===== src/rtl/ftrs_pkg.sv =====
`timescale 1ns / 1ps
// ----------------------------------------------------------------------------
// ftrs_pkg: shared widths, types and tables
// Constants and pipeline sideband types for the face target rotation steer.
// ----------------------------------------------------------------------------
package ftrs_pkg;

    localparam int COORD_W  = 16;
    localparam int ANGLE_W  = 16;
    localparam int RATE_W   = 24;
    localparam int LIM_W    = RATE_W - 1;
    localparam int CFG_W    = 15;
    localparam int DIFF_W   = COORD_W + 1;
    localparam int CORDIC_N = 16;
    localparam int GUARD_SH = 8;
    localparam int CXW      = DIFF_W + GUARD_SH + 4;
    localparam int ZW       = 32;
    localparam int SIZE_W   = ANGLE_W + 1;
    localparam int PROD_W   = LIM_W + SIZE_W;
    localparam int QW       = LIM_W;
    localparam int ACC_W    = RATE_W + 5;
    localparam int IN_W     = 128;
    localparam int OUT_W    = 2 * RATE_W;

    typedef enum logic {
        CFG_ALIGN = 1'b0,
        CFG_SLOW  = 1'b1
    } t_cfg_idx;

    // sideband carried alongside the CORDIC
    typedef struct packed {
        logic [ANGLE_W-1:0]       facing;
        logic signed [RATE_W-1:0] rate;
        logic [LIM_W-1:0]         limit;
    } t_side;

    // sideband carried alongside the divider
    typedef struct packed {
        logic signed [RATE_W-1:0] rate;
        logic [LIM_W-1:0]         limit;
        logic                     aligned;
        logic                     big;
        logic                     zero;
        logic                     neg;
    } t_dside;

    // atan(2^-i) in 2^-32 turn
    function automatic logic [ZW-1:0] f_atan(input int i);
        logic [ZW-1:0] v;
        case (i)
            0:  v = 32'd536870912;
            1:  v = 32'd316933406;
            2:  v = 32'd167458907;
            3:  v = 32'd85004756;
            4:  v = 32'd42667331;
            5:  v = 32'd21354465;
            6:  v = 32'd10679838;
            7:  v = 32'd5340245;
            8:  v = 32'd2670163;
            9:  v = 32'd1335087;
            10: v = 32'd667544;
            11: v = 32'd333772;
            12: v = 32'd166886;
            13: v = 32'd83443;
            14: v = 32'd41722;
            15: v = 32'd20861;
            16: v = 32'd10430;
            17: v = 32'd5215;
            18: v = 32'd2608;
            19: v = 32'd1304;
            20: v = 32'd652;
            21: v = 32'd326;
            22: v = 32'd163;
            23: v = 32'd81;
            default: v = '0;
        endcase
        return v;
    endfunction

endpackage


===== src/rtl/ftrs_div.sv =====
`timescale 1ns / 1ps
// ----------------------------------------------------------------------------
// ftrs_div: pipelined restoring divider
// One quotient bit per stage, MSB first. Quotient is exact while it fits QW
// bits; larger cases are flagged upstream and ignored.
// ----------------------------------------------------------------------------
module ftrs_div
    import ftrs_pkg::*;
(
    input  logic              i_clk,
    input  logic              i_rst_n,
    input  logic              i_en,
    input  logic              i_vld,
    input  logic [PROD_W-1:0] i_num,
    input  logic [CFG_W-1:0]  i_den,
    input  t_dside            i_side,
    output logic              o_vld,
    output logic [QW-1:0]     o_q,
    output t_dside            o_side
);

    logic              r_vld [0:QW];
    logic [PROD_W-1:0] r_rem [0:QW];
    logic [QW-1:0]     r_q   [0:QW];
    t_dside            r_sd  [0:QW];

    always_comb begin
        r_vld[0] = i_vld;
        r_rem[0] = i_num;
        r_q[0]   = '0;
        r_sd[0]  = i_side;
    end

    for (genvar g = 0; g < QW; g++) begin : g_st
        logic [PROD_W-1:0] w_dsh;
        assign w_dsh = PROD_W'(i_den) << (QW - 1 - g);

        always_ff @(posedge i_clk) begin
            if (!i_rst_n) begin
                r_vld[g+1] <= 1'b0;
            end else if (i_en) begin
                r_vld[g+1] <= r_vld[g];
                r_sd[g+1]  <= r_sd[g];
                if (r_rem[g] >= w_dsh) begin
                    r_rem[g+1] <= r_rem[g] - w_dsh;
                    r_q[g+1]   <= r_q[g] | (QW'(1) << (QW - 1 - g));
                end else begin
                    r_rem[g+1] <= r_rem[g];
                    r_q[g+1]   <= r_q[g];
                end
            end
        end
    end

    assign o_vld  = r_vld[QW];
    assign o_q    = r_q[QW];
    assign o_side = r_sd[QW];

endmodule


===== config.mk =====
export PLATFORM = sky130hd
export DESIGN_NAME = ftrs_div
export DESIGN_NICKNAME = d
export VERILOG_FILES = /design/src/rtl/ftrs_pkg.sv /design/src/rtl/ftrs_div.sv
export SDC_FILE = /design/constraint.sdc
export NUM_CORES = 2
export LEC_CHECK = 0
export BUFFER_PORTS_ARGS = -buffer_cell sky130_fd_sc_hd__buf_4
export CAP_MARGIN = 25
export CORE_ASPECT_RATIO = 0.8
export CORE_UTILIZATION = 65
export DETAILED_ROUTE_END_ITERATION = 6
export PLACE_DENSITY = 0.83
export SYNTH_ARGS = -nofsm -noshare
export SYNTH_HDL_FRONTEND = slang
export SYNTH_SLANG_ARGS = --single-unit

===== constraint.sdc =====
create_clock -name i_clk -period 121.6 [get_ports i_clk]
set_clock_uncertainty 0.1 [all_clocks]
set_input_delay 0 -clock i_clk [delete_from_list [all_inputs] [get_ports i_clk]]
set_output_delay 0 -clock i_clk [all_outputs]
set_load 0.02 [all_outputs]

==> summary.md <==
The power per unit of standard cell area works out to 16.7 nW/um2. The final instance count without filler cells was 9045. In this run, synthesis produced a sequential element count of 2352. The number of detailed-routing iterations run before antenna repair is 7, and the overall die width is 436 um.

In this run the worst path has a maximum fanout of 190. The average cell area after synthesis was 15.3 um2; the number of CTS-inserted buffers was 205. Entering global routing, the biggest net connects 207 pins.

The slew at the pin closest to its max-slew limit is 1.07 ns. The tools report the routing usage on met3 as 5.69%. From bottom edge to top edge, the die measures 349 um.

Nature of the critical path endpoint: a register. The largest single stage delay on the critical path is 0.84 ns. The upper clock frequency limit was 166 MHz.

The slowest stage of the critical path is the buf_4 cell. The run gives 10 as the initial antenna violation count. Detailed placement ended at an HPWL of 117000 um. Traced cell by cell, the critical path runs through dlygate4sd3_1 > buf_4 > and2_4 > buf_4 > buf_4 > buf_12 > buf_4 > buf_4 > buf_16 > buf_4 > buf_16. The worst setup path is launched from an input pin.

Dividing the final minimum period by the clock period gives 4.95%. The number of nets handed over by synthesis was 6874. The logs give 52.3% for the register share of total power and 201000 um for the wire length reported by the detailed router.

In the final layout, the share of cells above drive strength 1 is 10.2%. The worst path in the final design needs a cycle of 6.01 ns, including I/O delays and setup. The number of antenna-violating nets in the routed design is 0, and the distinct cell type count of the synthesized netlist is 98. The area of the multi-input gates was 26000 um2; the number of enable flip-flop cells after synthesis was 2329. The min-delay analysis places its worst path in the category input pin to register. Setup repair after global routing left no endpoint under its margin. The dominant register cell in the synthesized netlist is edfxtp_1. The total leakage power is 38.4 nW.

The filler cell count is 8524. For the final sum of negative setup slack, the log shows 0 ns. Number of buffer and inverter instances along the worst setup path: 10.

The synthesized netlist occupies a cell area of 97900 um2. For this run, the register share of the synthesized area comes to 71.9%. The number of warnings printed during yosys synthesis is 0.

For the die area, the log shows 152000 um2. The max-slew violation count came out at 0. Once the floorplan was initialized, standard cells occupied 65.9% of the core. The tool flagged a number of max-cap violations equal to 0. The final reports fail on DRC. The run gives 1.40 mW as the internal portion of total power. In this run the power spent charging and discharging nets is 446 uW. The DRC violation count after routing was 4; the worst slew slack as a fraction of its limit was 28.6%. At the worst endpoint, the arrival time is 6.39 ns. For the maximum root-to-sink buffer count, the log shows 3. Hold timing on the final database bottoms out at a slack of 0.108 ns. The via density per instance is 6.19. At the end of routability-driven placement, the weighted congestion stood at 0.908. The total number of nets in the final design was 7364.

In this run the standard cell core region covers 149000 um2. The final core area utilization was 74.5%; the synthesis-to-layout area growth was 13.0%. Worst setup path category: input pin to register.

The sequential cell area was 70400 um2; the data required time of the worst path was 121.98 ns. For this design, the sink count on the clock tree is 2352. Routed length per instance: 22.3 um. Once the clock tree was built, the resizer swapped 0 gates to a different size. The most prevalent standard cell on the critical path was buf_4. Clock-pin slew was measured on the worst setup and hold paths at 0.06 ns.

The run gives 42.8% as the routing usage on met2. The initialized floorplan defines 126 standard-cell rows. met2 is the most crowded layer. The logs give 0 for the number of hold violations in the final report and 54817 for the number of global-route vias before repair. For this run, global-route usage on met1 was measured as 34.9%. The worst vdd rail ir drop was 0.0145 mV; the number of standard cells after synthesis was 6397. The number of cells after detailed placement was 8448. The worst-skew pair later-pin latency came out at 0.87 ns. TritonCTS built the clock tree.

Cell family with the largest share of critical-path delay: buffers and inverters. For the number of top-level pins, the log shows 185. The overall overflow remaining after global route was 0; the fraction of registers with async set/reset was 0%. The global-route usage over all layers is 26.0%, and the number of vias after detailed routing is 56003. Root buffer cell: clkbuf_16. After the first detailed-routing iteration, the DRC count stood at 6637. Leaving out fill and tap cells, the most frequent cell in the layout is edfxtp_1. In the layout the commonest cells are edfxtp_1 (2329), nor2_1 (380), a21oi_1 (351). Of the total power, the share spent switching nets is 24.1%. The first global-routing pass estimated 307000 um of wire. The tools report the number of levels the H-tree was split into as 4. Combinational cells account for 10.9% of the total power. Count of input and output buffers: 184. Setup violations remaining at the end of the flow were counted as 0.

The flow ran to the end, but the final reports show violations. The clock network burns 36.8% of the power.
[final timing paths]
path,slack (ns),to,cells after the start,start
worst max-delay path,115.59,r_sd[1030]$_DFFE_PP_,11,i_en
worst min-delay path,0.11,r_rem[915]$_DFFE_PP_,4,i_num[35]
worst max register to register,117.22,r_rem[389]$_DFFE_PP_,12,r_rem[409]$_DFFE_PP_
worst min register to register,0.28,r_sd[1045]$_DFFE_PP_,0,r_sd[1096]$_DFFE_PP_
[logic make-up (layout without fill, tap and decap cells)]
family                   Yosys count  after routing  synth area share, %
AO/OA/AOI/OAI                   1085           1085                 6.92
XOR/XNOR                         532            532                 4.76
adder cells (fa/ha/maj)          367            367                 4.86
buffers and inverters            313            972                 1.58
flip-flops                      2352           2352                 71.9
multiplexers                      99             99                 1.10
other                              0              5                    0
AND/OR/NAND/NOR                 1649           1649                 8.84
[registers in the layout, summed over array words and instances, names as in the netlist]
signal / count
o_side: 51
r_vld: 22
r_rem: 880
r_q: 253
o_vld: 1
o_q: 23
r_sd: 1122
[routing by layer]
layer | share of wire (%) | up-vias | wire, um
li1 | - | 25611 | -
met1 | 40 | 27071 | 80000
met2 | 48 | 2750 | 97000
met3 | 8.9 | 565 | 17800
met4 | 3.1 | 6 | 6340
met5 | 0.018 | - | 37
[cells in the mapped netlist (17+ instances only)]
cell | number | area (um2)
edfxtp_1 | 2329 | 69900
nor2_1 | 380 | 1430
a21oi_1 | 352 | 1760
ha_1 | 345 | 4320
nand2_1 | 322 | 1210
o21ai_0 | 277 | 1390
xor2_1 | 267 | 2340
xnor2_1 | 265 | 2320
nor3_1 | 168 | 841
inv_1 | 134 | 503
nor4_1 | 126 | 788
a21o_1 | 96 | 721
nand3_1 | 91 | 455
nor2b_1 | 90 | 563
nand4_1 | 83 | 519
buf_4 | 78 | 586
clkbuf_1 | 77 | 289
o21a_1 | 74 | 556
mux2_2 | 71 | 800
nand2b_1 | 67 | 419
or4_1 | 60 | 450
or3_1 | 56 | 350
or2_2 | 35 | 219
a211oi_1 | 32 | 240
a31oi_1 | 28 | 175
mux2i_1 | 28 | 280
o31ai_1 | 27 | 203
nor4b_1 | 26 | 228
o21bai_1 | 25 | 188
dfxtp_1 | 23 | 460
fa_1 | 22 | 440
nand4b_1 | 22 | 193
o211ai_1 | 21 | 158
o31a_1 | 20 | 175
and2_1 | 17 | 106
[worst reg2reg max path, stage by stage (launching register included)]
cell       delay (ns)
edfxtp_1         0.42
inv_1            0.09
ha_1             0.19
inv_1            0.08
fa_1             0.40
a21oi_1          0.24
o21ai_0          0.18
a2111oi_0        0.82
nor3_1           0.23
nor3_1           0.48
o2111ai_2        0.34
nor4_1           0.44
xor2_1           0.14
[stage by stage]
step	cell area, um2	setup slack (ns)	power (mW)
after floorplan	97900	65.49	1.20
after CTS	110000	115.03	1.85
after global placement	101000	114.89	1.16
after detailed placement	101000	114.63	1.17
final	111000	115.59	1.85
after global routing	111000	115.26	1.91
[power by group through the flow]
stage	Sequential, mW	Clock [mW]	Combinational, mW
floorplan	1.06	0	0.142
global placement	0.979	0	0.178
detailed placement	0.982	0	0.186
CTS	0.966	0.687	0.195
global route	0.969	0.720	0.220
finish	0.966	0.681	0.201
[cell type report]
cell class	instances	share of cell area, %
Timing Repair Buffer	461	3.85
Inverter	135	0.458
Tap cell	1984	2.24
Sequential cell	2352	63.6
Multi-Input combinational cell	3732	23.5
Clock inverter	135	1.51
Clock buffer	241	4.83
Antenna cell	5	0.0113
[what timing repair did]
item                                   CTS  global route
endpoints found under the hold margin  177             0
setup buffers                            0             0
hold buffers                           200             0
(Power assumes the default switching activity.)
