## config.mk

```make
export PLATFORM = sky130hd
export DESIGN_NAME = ftrs_cordic
export DESIGN_NICKNAME = d
export VERILOG_FILES = /design/src/rtl/ftrs_pkg.sv /design/src/rtl/ftrs_cordic.sv
export SDC_FILE = /design/constraint.sdc
export NUM_CORES = 2
export LEC_CHECK = 0
export ABC_AREA = 0
export ABC_CLOCK_PERIOD_IN_PS = 86400
export BUFFER_PORTS_ARGS = -buffer_cell sky130_fd_sc_hd__clkbuf_2
export CAP_MARGIN = 20
export CORE_MARGIN = 4
export CORE_UTILIZATION = 58
export DETAILED_ROUTE_END_ITERATION = 8
export GPL_TIMING_DRIVEN = 0
export MAX_ROUTING_LAYER = met4
export PLACE_DENSITY = 0.85
export SYNTH_ARGS = -nofsm -noshare
export SYNTH_HDL_FRONTEND = slang
export SYNTH_SLANG_ARGS = --single-unit
```

## constraint.sdc

```tcl
create_clock -name i_clk -period 86.4 [get_ports i_clk]
set_clock_uncertainty 0.15 [all_clocks]
set_input_delay 12.96 -clock i_clk [delete_from_list [all_inputs] [get_ports i_clk]]
set_output_delay 12.96 -clock i_clk [all_outputs]
set_load 0.01 [all_outputs]
```

## src/rtl/ftrs_pkg.sv

```systemverilog
`timescale 1ns / 1ps
// ----------------------------------------------------------------------------
// ftrs_pkg: shared widths, types and tables
// Constants and pipeline sideband types for the face target rotation steer.
// ----------------------------------------------------------------------------
package ftrs_pkg;

    localparam int COORD_W  = 16;
    localparam int ANGLE_W  = 16;
    localparam int RATE_W   = 24;
    localparam int LIM_W    = RATE_W - 1;
    localparam int CFG_W    = 15;
    localparam int DIFF_W   = COORD_W + 1;
    localparam int CORDIC_N = 16;
    localparam int GUARD_SH = 8;
    localparam int CXW      = DIFF_W + GUARD_SH + 4;
    localparam int ZW       = 32;
    localparam int SIZE_W   = ANGLE_W + 1;
    localparam int PROD_W   = LIM_W + SIZE_W;
    localparam int QW       = LIM_W;
    localparam int ACC_W    = RATE_W + 5;
    localparam int IN_W     = 128;
    localparam int OUT_W    = 2 * RATE_W;

    typedef enum logic {
        CFG_ALIGN = 1'b0,
        CFG_SLOW  = 1'b1
    } t_cfg_idx;

    // sideband carried alongside the CORDIC
    typedef struct packed {
        logic [ANGLE_W-1:0]       facing;
        logic signed [RATE_W-1:0] rate;
        logic [LIM_W-1:0]         limit;
    } t_side;

    // sideband carried alongside the divider
    typedef struct packed {
        logic signed [RATE_W-1:0] rate;
        logic [LIM_W-1:0]         limit;
        logic                     aligned;
        logic                     big;
        logic                     zero;
        logic                     neg;
    } t_dside;

    // atan(2^-i) in 2^-32 turn
    function automatic logic [ZW-1:0] f_atan(input int i);
        logic [ZW-1:0] v;
        case (i)
            0:  v = 32'd536870912;
            1:  v = 32'd316933406;
            2:  v = 32'd167458907;
            3:  v = 32'd85004756;
            4:  v = 32'd42667331;
            5:  v = 32'd21354465;
            6:  v = 32'd10679838;
            7:  v = 32'd5340245;
            8:  v = 32'd2670163;
            9:  v = 32'd1335087;
            10: v = 32'd667544;
            11: v = 32'd333772;
            12: v = 32'd166886;
            13: v = 32'd83443;
            14: v = 32'd41722;
            15: v = 32'd20861;
            16: v = 32'd10430;
            17: v = 32'd5215;
            18: v = 32'd2608;
            19: v = 32'd1304;
            20: v = 32'd652;
            21: v = 32'd326;
            22: v = 32'd163;
            23: v = 32'd81;
            default: v = '0;
        endcase
        return v;
    endfunction

endpackage

```

## src/rtl/ftrs_cordic.sv

```systemverilog
`timescale 1ns / 1ps
// ----------------------------------------------------------------------------
// ftrs_cordic: pipelined vectoring CORDIC
// atan2(dy, dx) in 2^-32 turn, one pre-rotation stage and one stage per
// iteration.
// ----------------------------------------------------------------------------
module ftrs_cordic
    import ftrs_pkg::*;
(
    input  logic                     i_clk,
    input  logic                     i_rst_n,
    input  logic                     i_en,
    input  logic                     i_vld,
    input  logic signed [DIFF_W-1:0] i_dx,
    input  logic signed [DIFF_W-1:0] i_dy,
    input  t_side                    i_side,
    output logic                     o_vld,
    output logic [ZW-1:0]            o_z,
    output t_side                    o_side
);

    logic                  r_vld [0:CORDIC_N];
    logic                  r_zf  [0:CORDIC_N];
    logic signed [CXW-1:0] r_x   [0:CORDIC_N];
    logic signed [CXW-1:0] r_y   [0:CORDIC_N];
    logic [ZW-1:0]         r_z   [0:CORDIC_N];
    t_side                 r_sd  [0:CORDIC_N];

    logic signed [CXW-1:0] w_x;
    logic signed [CXW-1:0] w_y;

    assign w_x = CXW'(i_dx) <<< GUARD_SH;
    assign w_y = CXW'(i_dy) <<< GUARD_SH;

    // left half plane: rotate by a half turn first
    always_ff @(posedge i_clk) begin
        if (!i_rst_n) begin
            r_vld[0] <= 1'b0;
        end else if (i_en) begin
            r_vld[0] <= i_vld;
            r_zf[0]  <= (i_dx == '0) && (i_dy == '0);
            r_sd[0]  <= i_side;
            if (w_x < 0) begin
                r_x[0] <= -w_x;
                r_y[0] <= -w_y;
                r_z[0] <= {1'b1, {(ZW-1){1'b0}}};
            end else begin
                r_x[0] <= w_x;
                r_y[0] <= w_y;
                r_z[0] <= '0;
            end
        end
    end

    for (genvar g = 0; g < CORDIC_N; g++) begin : g_it
        always_ff @(posedge i_clk) begin
            if (!i_rst_n) begin
                r_vld[g+1] <= 1'b0;
            end else if (i_en) begin
                r_vld[g+1] <= r_vld[g];
                r_zf[g+1]  <= r_zf[g];
                r_sd[g+1]  <= r_sd[g];
                if (r_y[g] > 0) begin
                    r_x[g+1] <= r_x[g] + (r_y[g] >>> g);
                    r_y[g+1] <= r_y[g] - (r_x[g] >>> g);
                    r_z[g+1] <= r_z[g] + f_atan(g);
                end else begin
                    r_x[g+1] <= r_x[g] - (r_y[g] >>> g);
                    r_y[g+1] <= r_y[g] + (r_x[g] >>> g);
                    r_z[g+1] <= r_z[g] - f_atan(g);
                end
            end
        end
    end

    assign o_vld  = r_vld[CORDIC_N];
    assign o_z    = r_zf[CORDIC_N] ? '0 : r_z[CORDIC_N];
    assign o_side = r_sd[CORDIC_N];

endmodule

```

==> impl_metrics.csv <==
group,metric,value,unit
grt,grt_usage,25.06,%
pwr,power.total,6006,uW
synth,syn-instance-count,12120,
die,fp.dieArea,247200,sq um
timing,slew_violations,0,
min_path,hold-path-cell-count,0,
detailed_routing,dr_total_vias,95140,
detailed_routing,ant_nets,0,
detailed_routing,drt_first_iter_violations,7591,
worst_setup_path,reg2reg_depth,23,
timing,clock.fmax,0.04900,GHz
synth,ys_warn_count,0,
synth,netlist_top_cells_count,"edfxtp_1 (2365), ha_1 (1204), xnor2_1 (1016)",
clocking,postCtsSetupRepairBufs,0,
timing,rsz0062_at_grt,"no",
worst_setup_path,critical_path_buf_inv_count,9,
synth,synth_edf_count,2365,
worst_setup_path,crit_path_start_kind,"primary input",
clocking,numCtsBuffers,237,
finish,fin_nets,13940,
synth,synth_top_area_share,51.16,%
grt,antenna_found_initial,6,
finish,layout-drive-gt1-share,6.166,%
clocking,htreeDepth,4,
die,fp.dieH,497.2,microns
timing,slew_headroom,14.65,%
grt,grt_pass1_wl,488.0,mm
worst_setup_path,critPathLaunch,"i_rst_n",
synth,synth_area_leaders,"edfxtp_1 (51%), ha_1 (11%), xnor2_1 (6.4%)",
synth,syn_avg_cell_area,11.46,sq um
worst_setup_path,crit_fanout,10,
timing,layout_worst_path_cycle_share,23.62,%
clocking,cts_hold_buf,0,
clocking,clock_sinks,2366,
die,row_count,179,
timing,max_slew.worst_pin.slew,1264,ps
synth,ys_types,105,
clocking,cts_resized,0,
worst_setup_path,cp.arrival,20900,ps
placed_design,dpl.hpwl,228.6,mm
timing,final.setup.tns,0,ps
outcome,status,"finished clean",
timing,setup_viol,0,
detailed_routing,drc,0,
worst_setup_path,cp_cell_sequence,"clkbuf_1 > nand2_2 > buf_12 > clkinv_1 > clkbuf_2 > buf_16 > clkbuf_1 > buf_16 > o21ai_0 > clkbuf_1 > clkbuf_1 > o21ai_0 > ha_1 > a21o_1 > a21oi_1 > o21ai_0 > a21oi_1 > a221oi_1 > o311ai_0 > a311oi_1 > o21ai_0 > o311ai_0",
worst_setup_path,critPathRequiredTime,86890,ps
min_path,hold_start,"r_sd[0][149]",
grt,grt_overflow_total,0,
finish,areaGrowthSynthToFinish,10.34,%
synth,synth_top_cell_by_area,"edfxtp_1",
placed_design,gp_congestion,0.9854,
synth,synth_flop_cell,"edfxtp_1",
min_path,hold_class,"register to register",
pwr,power_density,39.22,nW/um^2
clocking,cts-root-buf,"clkbuf_16",
synth,synth_fp_nets,13460,
synth,ys_seq_area_share,51.18,%
worst_setup_path,cpMaxStageDelayCell,"o311ai_0",
clocking,cts_tree,"done",
clocking,clock_path_buffers,3,
die,coreArea,238100,sq um
placed_design,io_buffer_count,193,
timing,hold_viol,0,
job,maxCapViolCount,0,
worst_setup_path,worst_r2r_startpoint,"r_y[13][18]",
worst_setup_path,critPathMaxStageDelay,1100,ps
synth,synth_seq_cells,2366,
die,die_width,497.2,microns
pwr,p_leak,0.05960,uW
clocking,clock_latency,930,ps
clocking,path_clk_slew,60,ps
pwr,vdd_drop_max,0.02542,mV
synth,synthMostInstantiatedCell,"edfxtp_1",
die,ios,197,
die,initial_core_util,58.30,%
worst_setup_path,path_depth,22,
worst_setup_path,cp_top_family,"buffers and inverters",
finish,final_util,64.33,%
timing,min_period,20410,ps
grt,grt_max_degree,76,
detailed_routing,first_pass_iters,6,
grt,grt_pass1_vias,91250,
detailed_routing,routed_wl,309.4,mm
synth,syn-cell-area,138800,sq um
worst_setup_path,crit_type,"primary input to register",
detailed_routing,wire_per_inst,19.36,microns
detailed_routing,routed_via_density,5.953,
worst_setup_path,cp-end-kind,"register",
synth,async_flop_share,0,%
## layout make-up
| cell class | count | area (sq um) |
|---|---|---|
| antenna | 2 | 5.005 |
| buffer | 160 | 658.1 |
| clock buffer | 271 | 6058 |
| clock inverter | 177 | 1964 |
| fill | 17720 | 84920 |
| inverter | 499 | 1878 |
| multi-input combinational | 9090 | 65260 |
| sequential | 2366 | 71040 |
| tap | 3167 | 3963 |
| timing repair buffer | 250 | 2331 |
## layout by cell type (no fill, tap or decap), types with 34 or more instances in the layout
cell / Yosys / routed
nor3_1: 302 / 302
o21ai_0: 693 / 692
fa_1: 35 / 35
clkinv_1: 6 / 58
a21boi_0: 47 / 47
clkbuf_1: 126 / 151
or4_1: 60 / 60
o21a_1: 177 / 177
o21bai_1: 136 / 136
buf_16: 0 / 39
o211ai_1: 62 / 62
nand3_1: 215 / 215
or2_2: 57 / 57
a211oi_1: 104 / 104
and3_1: 128 / 128
clkbuf_16: 0 / 237
and2_1: 48 / 48
a21oi_1: 913 / 913
a21o_1: 418 / 418
xnor2_1: 1016 / 1016
o31ai_1: 196 / 196
a31oi_1: 87 / 87
nand2_1: 701 / 700
nor2_1: 823 / 823
clkinv_2: 0 / 45
ha_1: 1204 / 1204
nand4_1: 52 / 52
nor2b_1: 179 / 179
o41ai_1: 76 / 76
inv_1: 489 / 488
or3_1: 147 / 147
nor4_1: 87 / 87
a31o_2: 34 / 34
edfxtp_1: 2365 / 2365
clkbuf_2: 0 / 201
xor2_1: 488 / 488
nand2b_1: 159 / 159
## stage by stage
stage / setup slack [ps] / hold WS, ps / instances / area (sq um)
6_report: 65990 / 214.8 / 15980 / 153200
5_1_grt: 66050 / 230.1 / 15980 / 153100
4_1_cts: 66300 / 217.8 / 15980 / 153100
3_5_place_dp: 65380 / 254.5 / 15530 / 145100
3_3_place_gp: -26230 / 250.0 / 15480 / 143700
2_1_floorplan: 2250 / 250.3 / 12120 / 138800
## power by group
part / total, uW / switching (uW) / internal, uW
Sequential: 1940 / 222 / 1720
Clock: 1040 / 451 / 592
Combinational: 3020 / 1720 / 1310
Total: 6010 / 2390 / 3620
## logic make-up after synthesis
family,synth area share [%]
other,0.002702
buffers and inverters,1.815
multiplexers,0.3597
XOR/XNOR,9.490
flip-flops,51.18
adder cells (fa/ha/maj),11.36
AO/OA/AOI/OAI,15.00
AND/OR/NAND/NOR,10.80
## layer usage
| metal | part of all wire (%) | routed length (microns) | GRT usage [%] |
|---|---|---|---|
| met1 | 41 | 128200 | 30.97 |
| met2 | 49 | 150900 | 42.08 |
| met3 | 5.5 | 16990 | 3.107 |
| met4 | 4.3 | 13350 | 10.06 |
| met5 | 0 | 0 | - |
## final timing paths
check / slack [ps] / to
worst min register to register: 210 / r_sd[0][212]
worst min-delay path: 210 / r_sd[0][212]
worst max register to register: 78620 / r_x[14][26]
worst max-delay path: 65990 / r_y[6][27]
## flip-flops by register name, summed over array words and instances (netlist names)
name,count
r_sd,1071
r_zf,17
r_z,440
r_y,433
r_vld,17
r_x,388
Note: power is estimated with default switching activity, not from simulation.
